### src/rtl/core/irpd_pkg.sv
`default_nettype none

package irpd_pkg;

	localparam int FRAME_BITS = 32;
	localparam int BIT_CNT_W  = $clog2(FRAME_BITS + 1);
	localparam int INTERVAL_W = 16;
	localparam int LIMIT_W    = 16;
	localparam int CFG_IDX_W  = 1;
	localparam int CFG_DATA_W = 16;
	localparam int BYTE_W     = 8;
	localparam int OUT_DATA_W = 40;

	localparam logic [LIMIT_W-1:0] SHORT_LIMIT_RST = 16'd1700;
	localparam logic [LIMIT_W-1:0] LONG_LIMIT_RST  = 16'd3000;

	typedef enum logic [CFG_IDX_W-1:0] {
		CFG_SHORT_LIMIT = 1'b0,
		CFG_LONG_LIMIT  = 1'b1
	} cfg_idx_t;

	localparam logic [BYTE_W-1:0] CMD_BOTH_OFF = 8'h98;
	localparam logic [BYTE_W-1:0] CMD_A_ONLY   = 8'hA2;
	localparam logic [BYTE_W-1:0] CMD_B_ONLY   = 8'h62;
	localparam logic [BYTE_W-1:0] CMD_BOTH_ON  = 8'hE2;

	localparam int NUM_TOGGLE = 11;
	localparam logic [BYTE_W-1:0] TOGGLE_CODES [NUM_TOGGLE] = '{
		8'h22, 8'h02, 8'hC2, 8'hE0, 8'hA8, 8'h90, 8'h10, 8'h5A, 8'h18, 8'h4A, 8'h38
	};

	// input register contents handed to the frame core
	typedef struct packed {
		logic                  valid;
		logic [INTERVAL_W-1:0] interval;
	} item_t;

	// led = {led_b, led_a}
	function automatic logic [1:0] led_update(input logic [BYTE_W-1:0] cmd,
						  input logic [1:0] led);
		logic [1:0] nxt;
		logic       hit;
		hit = 1'b0;
		for (int k = 0; k < NUM_TOGGLE; k++) begin
			if (cmd == TOGGLE_CODES[k]) begin
				hit = 1'b1;
			end
		end
		case (cmd)
			CMD_BOTH_OFF: nxt = 2'b00;
			CMD_A_ONLY:   nxt = 2'b01;
			CMD_B_ONLY:   nxt = 2'b10;
			CMD_BOTH_ON:  nxt = 2'b11;
			default:      nxt = hit ? ~led : led;
		endcase
		return nxt;
	endfunction

endpackage

`default_nettype wire

### src/rtl/core/irpd_in_stage.sv
`default_nettype none

module irpd_in_stage (
	input  wire logic                             clk,
	input  wire logic                             arst_n,
	input  wire logic                             s_tvalid,
	output logic                                  s_tready,
	input  wire logic [irpd_pkg::INTERVAL_W-1:0]  s_tdata,   // [15:0] interval
	input  wire logic                             take,
	output irpd_pkg::item_t                       item
);

	logic                            valid_s1;
	logic [irpd_pkg::INTERVAL_W-1:0] interval_s1;

	assign s_tready = !valid_s1 || take;

	always_ff @(posedge clk or negedge arst_n) begin
		if (!arst_n) begin
			valid_s1 <= 1'b0;
		end else if (s_tready) begin
			valid_s1 <= s_tvalid;
		end
	end

	always_ff @(posedge clk) begin
		if (s_tvalid && s_tready) begin
			interval_s1 <= s_tdata;
		end
	end

	assign item = '{valid: valid_s1, interval: interval_s1};

endmodule

`default_nettype wire

### src/rtl/core/irpd_frame_core.sv
`default_nettype none

module irpd_frame_core (
	input  wire logic                             clk,
	input  wire logic                             arst_n,
	input  wire logic                             cfg_wr_en,
	input  wire logic [irpd_pkg::CFG_IDX_W-1:0]   cfg_addr,
	input  wire logic [irpd_pkg::CFG_DATA_W-1:0]  cfg_wdata,
	input  wire irpd_pkg::item_t                  item,
	output logic                                  take,
	output logic                                  m_tvalid,
	input  wire logic                             m_tready,
	output logic [irpd_pkg::OUT_DATA_W-1:0]       m_tdata,
	output logic                                  m_tuser
);

	logic [irpd_pkg::LIMIT_W-1:0]    short_limit_q;
	logic [irpd_pkg::LIMIT_W-1:0]    long_limit_q;
	logic [irpd_pkg::BIT_CNT_W-1:0]  bit_cnt_q;
	logic [irpd_pkg::FRAME_BITS-1:0] shift_q;
	logic [1:0]                      led_q;

	logic                            out_valid_q;
	logic                            done_q;
	logic [irpd_pkg::FRAME_BITS-1:0] frame_q;
	logic [1:0]                      led_out_q;

	logic                            is_zero;
	logic                            is_one;
	logic                            is_bit;
	logic [irpd_pkg::BIT_CNT_W-1:0]  cnt_inc;
	logic [irpd_pkg::FRAME_BITS-1:0] shift_nxt;
	logic                            done;
	logic [1:0]                      led_nxt;

	always_ff @(posedge clk or negedge arst_n) begin
		if (!arst_n) begin
			short_limit_q <= irpd_pkg::SHORT_LIMIT_RST;
			long_limit_q  <= irpd_pkg::LONG_LIMIT_RST;
		end else if (cfg_wr_en) begin
			case (irpd_pkg::cfg_idx_t'(cfg_addr))
				irpd_pkg::CFG_SHORT_LIMIT: short_limit_q <= cfg_wdata[irpd_pkg::LIMIT_W-1:0];
				irpd_pkg::CFG_LONG_LIMIT:  long_limit_q  <= cfg_wdata[irpd_pkg::LIMIT_W-1:0];
				default: ;
			endcase
		end
	end

	assign take      = item.valid && (!out_valid_q || m_tready);
	assign is_zero   = item.interval < short_limit_q;
	assign is_one    = !is_zero && (item.interval < long_limit_q);
	assign is_bit    = is_zero || is_one;
	assign cnt_inc   = bit_cnt_q + irpd_pkg::BIT_CNT_W'(1);
	assign shift_nxt = {shift_q[irpd_pkg::FRAME_BITS-2:0], is_one};
	assign done      = is_bit && (cnt_inc == irpd_pkg::BIT_CNT_W'(irpd_pkg::FRAME_BITS));
	assign led_nxt   = done ? irpd_pkg::led_update(shift_nxt[15:8], led_q) : led_q;

	always_ff @(posedge clk or negedge arst_n) begin
		if (!arst_n) begin
			bit_cnt_q   <= '0;
			shift_q     <= '0;
			led_q       <= '0;
			out_valid_q <= 1'b0;
		end else begin
			if (take) begin
				out_valid_q <= 1'b1;
				led_q       <= led_nxt;
				if (is_bit) begin
					shift_q   <= shift_nxt;
					bit_cnt_q <= done ? '0 : cnt_inc;
				end else begin
					bit_cnt_q <= '0;
				end
			end else if (m_tready) begin
				out_valid_q <= 1'b0;
			end
		end
	end

	always_ff @(posedge clk) begin
		if (take) begin
			done_q    <= done;
			frame_q   <= done ? shift_nxt : '0;
			led_out_q <= led_nxt;
		end
	end

	assign m_tvalid = out_valid_q;
	assign m_tuser  = done_q;
	assign m_tdata  = {6'b0, led_out_q[1], led_out_q[0],
			   frame_q[7:0], frame_q[15:8], frame_q[23:16], frame_q[31:24]};

	// the count wraps to zero on the frame's last bit, so it never reaches FRAME_BITS
	a_cnt_range: assert property (@(posedge clk) disable iff (!arst_n)
		bit_cnt_q < irpd_pkg::BIT_CNT_W'(irpd_pkg::FRAME_BITS))
		else $error("bit count out of range");

	a_done_clears: assert property (@(posedge clk) disable iff (!arst_n)
		take && done |=> bit_cnt_q == '0 && done_q)
		else $error("bit count not cleared after frame");

	a_led_hold: assert property (@(posedge clk) disable iff (!arst_n)
		take && !done |=> $stable(led_q) && led_out_q == led_q)
		else $error("leds changed without a frame");

	a_idle_bytes: assert property (@(posedge clk) disable iff (!arst_n)
		out_valid_q && !done_q |-> frame_q == '0)
		else $error("frame bytes nonzero without frame_done");

endmodule

`default_nettype wire

### src/rtl/core/ir_pulse_distance_frame_decoder_unit.sv
// channel | dir | signals                      | content
// s       | in  | s_tvalid s_tready s_tdata    | IR falling-edge interval
// m       | out | m_tvalid m_tready m_tdata    | frame bytes and LED states
//         |     | m_tuser                      | frame_done
// cfg     | in  | cfg_wr_en cfg_addr cfg_wdata | 0 short_limit, 1 long_limit
//
// One item per cycle unless m stalls; an s transfer fills the input register,
// then classify/shift/LED decode into the result register raises m_tvalid.
// arst_n clears bit count, frame shift, LEDs, limits to 1700/3000 and both valids.
// A stalled m side holds the result; s_tready falls only once the input
// register is also full.
`default_nettype none

module ir_pulse_distance_frame_decoder_unit (
	input  wire logic                             clk,
	input  wire logic                             arst_n,
	input  wire logic                             cfg_wr_en,
	input  wire logic [irpd_pkg::CFG_IDX_W-1:0]   cfg_addr,
	input  wire logic [irpd_pkg::CFG_DATA_W-1:0]  cfg_wdata,
	input  wire logic                             s_tvalid,
	output logic                                  s_tready,
	input  wire logic [irpd_pkg::INTERVAL_W-1:0]  s_tdata,  // [15:0] interval
	output logic                                  m_tvalid,
	input  wire logic                             m_tready,
	// [7:0] address, [15:8] address_check, [23:16] command, [31:24] command_check,
	// [32] led_a, [33] led_b, [39:34] zero
	output logic [irpd_pkg::OUT_DATA_W-1:0]       m_tdata,
	output logic                                  m_tuser   // [0] frame_done
);

	irpd_pkg::item_t item;
	logic            take;

	irpd_in_stage u_in (
		.clk      (clk),
		.arst_n   (arst_n),
		.s_tvalid (s_tvalid),
		.s_tready (s_tready),
		.s_tdata  (s_tdata),
		.take     (take),
		.item     (item)
	);

	irpd_frame_core u_core (
		.clk       (clk),
		.arst_n    (arst_n),
		.cfg_wr_en (cfg_wr_en),
		.cfg_addr  (cfg_addr),
		.cfg_wdata (cfg_wdata),
		.item      (item),
		.take      (take),
		.m_tvalid  (m_tvalid),
		.m_tready  (m_tready),
		.m_tdata   (m_tdata),
		.m_tuser   (m_tuser)
	);

endmodule

`default_nettype wire
### config.mk
export PLATFORM = sky130hd
export DESIGN_NAME = ir_pulse_distance_frame_decoder_unit
export DESIGN_NICKNAME = d
export VERILOG_FILES = /design/src/rtl/core/irpd_pkg.sv /design/src/rtl/core/irpd_in_stage.sv /design/src/rtl/core/irpd_frame_core.sv /design/src/rtl/core/ir_pulse_distance_frame_decoder_unit.sv
export SDC_FILE = /design/constraint.sdc
export NUM_CORES = 1
export LEC_CHECK = 0
export BUFFER_PORTS_ARGS = -buffer_cell sky130_fd_sc_hd__clkbuf_2
export CAP_MARGIN = 0
export CELL_PAD_IN_SITES_DETAIL_PLACEMENT = 0
export CELL_PAD_IN_SITES_GLOBAL_PLACEMENT = 1
export CORE_UTILIZATION = 47
export CTS_BUF_LIST = sky130_fd_sc_hd__clkbuf_16
export CTS_CLUSTER_SIZE = 40
export DETAILED_ROUTE_END_ITERATION = 16
export MAX_ROUTING_LAYER = met4
export PLACE_DENSITY = 0.89
export SLEW_MARGIN = 20
export SYNTH_ARGS = -nofsm -noshare
export SYNTH_HDL_FRONTEND = slang
export SYNTH_SLANG_ARGS = --single-unit
### constraint.sdc
create_clock -name clk -period 2.9 [get_ports clk]
set_input_delay 0.29 -clock clk [delete_from_list [all_inputs] [get_ports clk]]
set_output_delay 0.29 -clock clk [all_outputs]
set_load 0.05 [all_outputs]
==> metrics.md, run 1 <==
| Metric | Value |
|---|---|
| Initial Util | 0.4836 |
| Run status | completed |
| Worst-path clk slew | about 0.060 ns |
| Critical path type | flip-flop to flip-flop |
| Util after Layout | 0.5781 |
| Worst-Skew Late Latency | between 0.4 and 0.5 ns |
| Sequential share of the synthesized area | 0.5783 |
| Distinct cells, synth | 47 |
| Yosys warns | 0 |
| IO Port Bufs | 74 |
| Iter 0 DRT Violations | around 220 |
| Reg-to-reg critical path endpoint | u_core.frame_q[16] |
| Vias in the first global route | around 3,600 |
| CTS tree | done |
| Critical Path RT | around 3.2 ns |
| Clock H-tree levels | 4 |
| DR vias | approximately 3,500 |
| Total gr overflow | 0 |
| Gpl congestion | 0.8184 |
| Wire length per cell | approximately 14 um |
| Max Clk Rate | approximately 370 MHz |
| Commonest non-fill, non-tap cell in the layout | clkbuf_2 |
| Antenna violations before repair | 0 |
| Max VDD drop | 0.0004439 V |
| Overall Global Routing Usage | 0.1808 |
| Worst-path cell chain | inv_1 > ha_1 > a21oi_1 > nor3_1 > or3_4 > a211oi_4 > o21ba_2 > buf_12 > and2_1 |
| Pwr dens | between 800 and 900 nW/um^2 |
| Fin Hold WS | approximately 0.041 ns |
| Fin crit share | 0.9292 |
| Detailed placement HPWL | between 6000 and 7000 um |
| Reg2Reg Depth | 9 |
| Worst setup SP type | flip-flop |
| Buf/Inv on CP | 2 |
| Vias per Instance | ~5.0 |
| Hold path cells | 1 |
| Root buffer cell | clkbuf_16 |
| Post-Place Cell Area | about 6400 sq um |
| First-pass GRT wire length | roughly 17,000 um |
| Setup_tns | 0 ns |
| Fin. Hold Viols | 0 |
| Cell area after layout | between 6000 and 7000 sq um |
| Die height | about 110 um |
| #FFs+latches synth | between 100 and 150 |
| Mapped Area | approximately 5800 sq um |
| Hold Path Class | input port to flip-flop |
| Post-synthesis average cell area | roughly 13 sq um |
| # DRC | 0 |
| Leakage | 3.186 nW |
| CP max-delay cell | dfstp_2 |
| Slew HR | 0.4655 |
| Tightest Pin Transition | around 0.8 ns |
| Layout cells sized above 1 | 0.3346 |
| Core box area | 12,060 sq um |
| Reg2Reg Setup Slack | around 0.2 ns |
| Area Growth Syn to Fin | 19.54% |
| Number of I/O pins | 81 |
| Fin crit period | approximately 2.7 ns |
| CP arrival | a little under 3 ns |
| Post-Synthesis Cells | between 400 and 500 |
| Final Max Slew Viols | 0 |
| Clock sinks | about 120 |
| N_diodes | 0 |
| Remaining antenna violation count | 0 |
| Hold endpoint | u_in.interval_s1[7] |
| Largest net degree at the start of global routing | 39 |
| Die area | roughly 13,000 sq um |
| Final setup vio count | 0 |
| TritonCTS Buffers | 17 |
| Crit path max-delay family | compound AO/OA/AOI/OAI gates |
| R2R Path Start | u_core.short_limit_q[7] |
| Max-cap violations | 0 |
| Row count | 40 |
| Die span in x | roughly 110 um |
| Routed WL | just under 10,000 um |
| Synth Flop Type | dfrtp_1 |
| Power, Total | a little under 6 mW |
| Max FO, Critical Path | 25 |
| Post-synth EDFFs | approximately 50 |
| RSZ-0062 raised after global routing | false |
| Fin nets | roughly 600 |
| Post-synth ARST share | 0.5887 |
| Crit path largest cell delay | 0.51 ns |
| Most frequent cells in the layout | clkbuf_2 (73), dfrtp_1 (61), edfxtp_1 (51) |
| First-pass iteration count of the detailed router | 4 |
| Start point of the worst hold path | s_tdata[7] |
| Crit end category | flip-flop |
| Clock skew | around 0.0092 ns |
| Max Root-Sink Buffers | 2 |
Yosys cell counts (6+ instances only):
master	count	area, sq um
buf_4	6	45.04
dfrtp_1	61	1526
nor3_1	7	35.03
inv_1	33	123.9
o21ai_0	27	135.1
nand2_1	30	112.6
mux2_4	30	450.4
buf_6	7	78.83
and2_1	32	200.2
clkbuf_1	7	26.28
ha_1	32	400.4
edfxtp_1	51	1531
dfstp_2	12	315.3
nor2_1	8	30.03
a21oi_1	11	55.05
mux2_2	17	191.4
report_power, final:
| part | switching (mW) | internal, mW | total [mW] |
|---|---|---|---|
| clock network | 0.802 | 1.36 | 2.17 |
| registers | 0.295 | 2.15 | 2.45 |
| logic | 0.585 | 0.565 | 1.15 |
| total | 1.68 | 4.08 | 5.76 |
through the flow:
stage / setup slack [ns] / cells
2_1_floorplan: 0.4514 / 448
3_3_place_gp: 0.2780 / 676
3_5_place_dp: 0.2237 / 676
4_1_cts: 0.1959 / 709
5_1_grt: 0.03403 / 709
6_report: 0.2054 / 709
how the worst max path moves through the flow:
stage | depth (start not counted) | to | from
2_1_floorplan | 9 | u_core.shift_q[10] | u_core.short_limit_q[7]
3_3_place_gp | 8 | u_core.frame_q[15] | u_in.interval_s1[13]
3_5_place_dp | 8 | u_core.frame_q[16] | u_in.interval_s1[13]
4_1_cts | 8 | u_core.frame_q[16] | u_in.interval_s1[13]
5_1_grt | 9 | u_core.frame_q[16] | u_core.long_limit_q[11]
6_report | 9 | u_core.frame_q[16] | u_core.short_limit_q[7]
flip-flops by register name (all words and copies together), names as in the netlist:
signal and count:
u_core.bit_cnt_q 6, u_core.frame_q 32, u_core.led_out_q 2, u_core.led_q 2, u_core.long_limit_q 16, u_core.m_tuser 1, u_core.m_tvalid 1, u_core.shift_q 31
u_core.short_limit_q 16, u_in.interval_s1 16, u_in.valid_s1 1
metal layers:
layer  wire length, um  up-vias  global-route usage
met5                 0        -                   -
met4               227        0             0.09561
met3               382       22             0.04516
met2              4798       89              0.2859
met1              4473     1691              0.2148
li1                  -     1740                   -
cells by family (layout without fill, tap and decap cells):
logic type / count (synthesis) / after routing / synth area share
buffers and inverters: 53 / 146 / 0.04698
multiplexers: 52 / 52 / 0.1186
adder cells (fa/ha/maj): 32 / 32 / 0.06864
other: 1 / 6 / 0.0006429
flip-flops: 124 / 124 / 0.5783
AO/OA/AOI/OAI: 64 / 64 / 0.07572
XOR/XNOR: 1 / 1 / 0.001502
AND/OR/NAND/NOR: 116 / 116 / 0.1096
repair_timing:
item / CTS / global route
endpoints found under the hold margin: 16 / 0
hold buffers: 1 / 0
setup buffers: 0 / 0
resized for setup: 0 / 0
cell type report:
type                            instances  area [sq um]
Clock buffer                           17         425.4
Clock inverter                         15         185.2
Fill cell                             967          5089
Inverter                               33         123.9
Multi-Input combinational cell        271          2205
Sequential cell                       124          3373
Tap cell                              168         210.2
Timing Repair Buffer                   81         450.4
Power figures use the tool's default switching activity.
==> run 2, diff against run 1 <==
- ABC_AREA: unset -> 1
- CORE_UTILIZATION: 47 -> 44
- PLACE_DENSITY: 0.89 -> 0.88
- SETUP_SLACK_MARGIN: unset -> 0.5
==> metrics.md, run 2 <==
| Metric | Value |
|---|---|
| Row count | 41 (+2.5%) |
| Fin. Hold Viols | 0 (unchanged) |
| Layout cells sized above 1 | 0.1891 (-0.1455) |
| Slew HR | 0.3471 (-0.1183) |
| Routed WL | 10,540 um (+6.6%) |
| Clock H-tree levels | 4 (unchanged) |
| Overall Global Routing Usage | 0.1776 (-0.003212) |
| Clock skew | 0.01054 ns (+0.001356 ns) |
| Max VDD drop | 0.0004296 V (-3.2%) |
| Most common cell in the netlist | nand2_1 |
| Commonest non-fill, non-tap cell in the layout | nand2_1 |
| Clock sinks | 124 (unchanged) |
| Core box area | 12,570 sq um (+4.2%) |
| CTS tree | done |
| Post-synthesis average cell area | 9.669 sq um (-27%) |
| Pre-CTS WS | 0.5559 ns (+0.3322 ns) |
| Distinct cells, synth | 31 (-34%) |
| TritonCTS Buffers | 17 (unchanged) |
| Worst setup SP type | flip-flop |
| Area Growth Syn to Fin | 20.08% |
| Worst setup margin | 0.6723 ns (+0.4669 ns) |
| Post-synth top cells | nand2_1 (139), inv_1 (96), o21ai_0 (70), dfrtp_1 (61), edfxtp_1 (51) |
| Vias in the first global route | 3,894 (+8.1%) |
| Hold Path Class | input port to async pin |
| Sequential share of the synthesized area | 0.5974 (+0.01909) |
| Die area | 13,290 sq um (+3.3%) |
| First-pass iteration count of the detailed router | 4 (unchanged) |
| Tightest Pin Transition | 0.9769 ns (+0.1771 ns) |
| Max reg flops | 32 (unchanged) |
| Max Root-Sink Buffers | 2 (unchanged) |
| Pwr dens | 804.6 nW/um^2 (-2.6%) |
| Antenna violations before repair | 0 (unchanged) |
| Max-cap violations | 0 (unchanged) |
| # DRC | 0 (unchanged) |
| Dominant cells by area after synthesis | edfxtp_1 (27%), dfrtp_1 (27%), nand2_1 (9.2%) |
| Max FO, Critical Path | 18 (-28%) |
| Die span in x | 115.3 um (+1.7%) |
| Gpl congestion | 0.8505 (+3.9%) |
| Synth area leader | edfxtp_1 |
| Mapped Area | 5647 sq um (-3.2%) |
| N_diodes | 0 (unchanged) |
| Total gr overflow | 0 (unchanged) |
| Synth Flop Type | dfrtp_1 |
| Fin crit share | 0.7682 (-0.1610) |
| Critical Path RT | 3.07 ns (-0.11 ns) |
| Yosys warns | 0 (unchanged) |
| Most frequent cells in the layout | nand2_1 (139), inv_1 (96), clkbuf_2 (73) |
| Worst-Skew Late Latency | 0.41 ns (about the same) |
| Die height | 115.3 um (+1.7%) |
| Vias per Instance | 4.716 (-5.6%) |
| Run status | completed |
| IO Port Bufs | 74 (unchanged) |
| Largest net degree at the start of global routing | 74 (+90%) |
| Max Clk Rate | 448.9 MHz (+21%) |
| Remaining antenna violation count | 0 (unchanged) |
| Worst-path clk slew | 0.06 ns (about the same) |
| Synth top area share | 0.2712 (+0.008668) |
| Initial Util | 0.4493 (-0.03433) |
| Post-synth EDFFs | 51 (unchanged) |
| Final Max Slew Viols | 0 (unchanged) |
| Hold-fix buffers at CTS | 0 (-1) |
| DR vias | 4,004 (+13%) |
| Leakage | 3.188 nW (about the same) |
| Final setup vio count | 0 (unchanged) |
| Setup_tns | 0 ns (unchanged) |
| Iter 0 DRT Violations | 202 (-8.6%) |
| Biggest regs | u_core.frame_q (32), u_core.shift_q (31) |
| Largest register by flop count | u_core.frame_q |
| Number of I/O pins | 81 (unchanged) |
| Critical path type | flip-flop to flip-flop |
| #FFs+latches synth | 124 (unchanged) |
| Crit end category | flip-flop |
| Post-Synthesis Cells | 584 (+32%) |
| Fin nets | 734 (+23%) |
| Detailed placement HPWL | 6885 um (+0.37%) |
| Wire length per cell | 12.41 um (-11%) |
| Fin crit period | 2.228 ns (-0.4669 ns) |
| CP arrival | 2.39 ns (-0.58 ns) |
| Post-synth ARST share | 0.5887 (unchanged) |
| Resized Gates After CTS | 0 (unchanged) |
| Postcts setup bufs | 0 (unchanged) |
| RSZ-0062 raised after global routing | false |
| Root buffer cell | clkbuf_16 |
| First-pass GRT wire length | 17,510 um (+2.4%) |
-- run 2: cell types whose count changed in the layout (fill, tap and decap cells not counted), sizes merged, moves of 11 or more --
| cell | before | now |
|---|---|---|
| nand2 | 30 | 143 |
| inv | 38 | 106 |
| mux2 | 47 | 0 |
| o21ai | 28 | 70 |
| nor2 | 8 | 47 |
| and2 | 32 | 2 |
| nand3 | 5 | 16 |
-- run 2: layer usage --
metal / vias up / global-route usage / share of wire
met5: - / - / 0
met4: 0 / 0.06580 / 0.013
met3: 14 / 0.04323 / 0.031
met2: 81 / 0.2916 / 0.48
met1: 1891 / 0.2122 / 0.48
li1: 2018 / - / -
-- run 2: final timing paths --
| check | cells past startpoint | end | from | slack, ns |
|---|---|---|---|---|
| worst max register to register | 10 | u_core.led_out_q[1] | u_core.long_limit_q[9] | 0.67 |
| worst min-delay path | 1 | u_core.shift_q[18] | arst_n | 0.004 |
| worst min register to register | 2 | u_core.short_limit_q[1] | u_core.short_limit_q[1] | 0.48 |
| max in group asynchronous | 1 | u_core.short_limit_q[15] | arst_n | 2.27 |
| min in group clk | 1 | u_in.interval_s1[5] | s_tdata[5] | 0.05 |
| worst max-delay path | 10 | u_core.led_out_q[1] | u_core.long_limit_q[9] | 0.67 |
-- run 2: area by class of cell --
| class | instances | area (sq um) |
|---|---|---|
| multi-input combinational | 348 | 1831 |
| clock buffer | 17 | 425.4 |
| clock inverter | 15 | 170.2 |
| inverter | 97 | 365.4 |
| tap | 172 | 215.2 |
| fill | 1074 | 5788 |
| timing repair buffer | 76 | 400.4 |
| sequential | 124 | 3373 |
-- run 2: cell families after synthesis --
group / Yosys count / share of synthesized area
other cells: 1 / 0.0006641
compound gates: 90 / 0.08088
buf+inv: 118 / 0.08863
flops: 124 / 0.5974
xor+xnor: 4 / 0.006204
simple gates: 215 / 0.1553
fa+ha+maj: 32 / 0.07091
-- run 2: worst max-delay path: stages (launching register included) --
cell and delay, ns:
dfstp_2 0.53, inv_1 0.04, ha_1 0.28, nand2_1 0.07, nor4_1 0.27, nand2_1 0.12
nand2_1 0.12, nand2_4 0.14, nand2_8 0.18, nand2_1 0.09, and2_1 0.16
-- run 2: power breakdown --
group	switching [mW]	internal, mW	leakage [nW]
Sequential	0.163	2.11	1.44
Clock	0.862	1.23	0.288
Combinational	0.774	0.315	1.47
Total	1.80	3.66	3.19
-- run 2: stage by stage --
step	power (mW)	area (sq um)	instances	utilization	hold WS (ns)
after floorplan	3.090	5667	589	-	-0.005591
after global placement	3.326	6146	816	0.4890	0.4658
after detailed placement	3.373	6146	816	0.4890	0.4688
after CTS	5.485	6741	848	0.5364	0.03841
after global routing	5.756	6780	849	0.5395	0.03874
final	5.456	6780	849	0.5395	0.003999
==> run 3, diff against run 2 <==
- ABC_AREA: 1 -> 0
- CORE_UTILIZATION: 44 -> 47
- PLACE_DENSITY: 0.88 -> 0.89
- clock period: 2.9 -> 2.3 ns (I/O delays scaled with it)
==> metrics.md, run 3 (synthesis gave the netlist of run 1 again) <==
| Metric | Value |
|---|---|
| Run status | finished, violations left |
| Start point of the worst hold path | s_tvalid |
| # DRC | 0 (unchanged) |
| Setup_tns | -7.391 ns (-7.391 ns) |
| Max reg flops | 32 (unchanged) |
| Largest net degree at the start of global routing | 74 (unchanged) |
| Worst setup SP type | flip-flop |
| Max VDD drop | 0.0004764 V (+11%) |
| Clock sinks | 124 (unchanged) |
| N_diodes | 0 (unchanged) |
| Die area | 12,860 sq um (-3.2%) |
| Worst-Skew Late Latency | 0.41 ns (about the same) |
| Vias per Instance | 4.952 (+5.0%) |
| Max Clk Rate | 409.1 MHz (-8.9%) |
| Critical Path RT | 2.59 ns (-0.48 ns) |
| Final setup vio count | 65 (+65) |
| Overall Global Routing Usage | 0.1846 (+0.006947) |
| Vias in the first global route | 3,628 (-6.8%) |
| Reg2Reg Depth | 8 (-2) |
| TritonCTS Buffers | 17 (unchanged) |
| Worst setup margin | -0.1446 ns (-0.8169 ns) |
| First-pass GRT wire length | 17,450 um (-0.35%) |
| Max Root-Sink Buffers | 2 (unchanged) |
| CP arrival | 2.73 ns (+0.34 ns) |
| CTS tree | done |
| Final Max Slew Viols | 0 (unchanged) |
| First-pass iteration count of the detailed router | 4 (unchanged) |
| Root buffer cell | clkbuf_16 |
| Met1 Use GR | 0.2312 (+0.01899) |
| Gpl congestion | 0.7981 (-6.2%) |
| Met3 GRT Util | 0.04729 (+0.004064) |
| Reg2Reg Setup Slack | -0.14 ns (-0.82 ns) |
| Slew HR | 0.4639 (+0.1168) |
| Cell area after layout | 7488 sq um (+10%) |
| Fin crit share | 1.063 (+0.2947) |
| Die height | 113.4 um (-1.6%) |
| Hold path cells | 2 |
| Reg-to-reg critical path endpoint | u_core.frame_q[26] |
| Commonest non-fill, non-tap cell in the layout | clkbuf_2 |
| Clock H-tree levels | 4 (unchanged) |
| Pwr dens | 1002 nW/um^2 (+25%) |
| Fin nets | 638 (-13%) |
| Initial Util | 0.4836 (+0.03433) |
| Total gr overflow | 0 (unchanged) |
| Layout cells sized above 1 | 0.4028 (+0.2137) |
| Critical path type | flip-flop to flip-flop |
| Fin. Hold Viols | 0 (unchanged) |
| Hold endpoint | u_in.valid_s1 |
| Hold Path Class | input port to flip-flop |
| Row count | 40 (-2.4%) |
| Leakage | 3.411 nW (+7.0%) |
| Post-Place Cell Area | 6531 sq um (+6.3%) |
| Area Growth Syn to Fin | 28.38% |
| Worst-path clk slew | 0.05 ns (about the same) |
| Detailed placement HPWL | 7131 um (+3.6%) |
| Largest register by flop count | u_core.frame_q |
| Number of I/O pins | 81 (unchanged) |
| Max FO, Critical Path | 8 (-10) |
| Die span in x | 113.4 um (-1.6%) |
| Most frequent cells in the layout | clkbuf_2 (73), dfrtp_1 (60), edfxtp_1 (51) |
| Iter 0 DRT Violations | 208 (+3.0%) |
| Crit end category | flip-flop |
| Multi-input logic area | 2337 sq um (+28%) |
| FILL cells | 882 (-18%) |
| Tightest Pin Transition | 0.8022 ns (-0.1747 ns) |
| Layer with the highest usage | met2 |
| DR vias | 3,709 (-7.4%) |
| Core box area | 12,060 sq um (-4.0%) |
| IO Port Bufs | 74 (unchanged) |
| R2R Path Start | u_in.interval_s1[13] |
| Wire length per cell | 14.60 um (+18%) |
| Met2 usage | 0.2859 (-0.005677) |
| Remaining antenna violation count | 0 (unchanged) |
| Fin crit period | 2.445 ns (+0.2169 ns) |
| Max-cap violations | 0 (unchanged) |
| Biggest regs | u_core.frame_q (32), u_core.shift_q (31) |
| Worst setup path startpoint | u_in.interval_s1[13] |
| RSZ-0062 raised after global routing | true |
| Clock skew | 0.007423 ns (-0.003114 ns) |
| Antenna violations before repair | 0 (unchanged) |
| Failing checks | negative setup slack |
| FF/Latch Area | 3374 sq um (about the same) |
| Routed WL | 10,940 um (+3.8%) |
run 3: changes by cell type in the layout (fill, tap and decap cells not counted), sizes merged, moves of 6 or more:
cell,change
a211oi,+6
nand2,-113
and2,+30
inv,-72
nand3,-11
nor2,-39
a21oi,-6
buf,+27
mux2,+47
o21ai,-42
dlygate4sd3,+16
run 3: power breakdown:
part / internal, mW / switching, mW / leakage (nW) / total [mW]
clock network: 1.68 / 0.942 / 0.292 / 2.62
registers: 2.71 / 0.342 / 1.37 / 3.06
logic: 0.925 / 0.902 / 1.75 / 1.83
total: 5.32 / 2.19 / 3.41 / 7.50
run 3: worst max-delay path, stage by stage (launching register included):
cell	delay [ns]
edfxtp_1	0.48
ha_4	0.29
a211oi_2	0.18
nor2_1	0.09
or3_4	0.38
a211oi_4	0.29
o21ba_4	0.29
clkbuf_16	0.19
and2_4	0.13
run 3: what timing repair did:
| item | in CTS | in global routing |
|---|---|---|
| hold buffers | 16 | 0 |
| gates resized for setup | 2 | 31 |
| setup buffers | 0 | 5 |
| hold endpoints to repair | 76 | 0 |
| endpoints found under the setup margin | 74 | 74 |
| cloned | 0 | 3 |
| pin swaps | 0 | 3 |
run 3: area by class of cell:
| cell class | instances | share of cell area |
|---|---|---|
| Timing Repair Buffer | 121 | 0.1141 |
| Clock inverter | 15 | 0.02122 |
| Multi-Input combinational cell | 271 | 0.3121 |
| Sequential cell | 124 | 0.4506 |
| Tap cell | 168 | 0.02807 |
| Clock buffer | 17 | 0.05681 |
| Inverter | 33 | 0.01704 |
run 3: worst max-delay path by stage:
stage | to | cells after the start
detailed placement | u_core.shift_q[22] | 8
CTS | u_core.shift_q[21] | 8
global placement | u_core.shift_q[26] | 8
finish | u_core.frame_q[26] | 8
global route | u_core.frame_q[20] | 8
floorplan | u_core.shift_q[10] | 9
run 3: routing by layer:
metal / part of all wire / vias up
met1: 0.46 / 1780
met2: 0.49 / 100
met3: 0.035 / 14
met5: 0 / -
met4: 0.012 / 0
li1: - / 1815
run 3: per-stage QoR:
stage,power [mW],std cells,setup slack (ns),utilization,hold slack (ns)
floorplan,4.215,448,-0.04048,-,-0.06559
global placement,4.656,693,-0.07510,0.5415,0.2881
detailed placement,4.729,693,-0.1087,0.5415,0.2966
CTS,7.406,741,-0.1271,0.6035,0.0001175
global route,7.887,749,-0.2237,0.6209,0.003498
finish,7.505,749,-0.1446,0.6209,0.02105
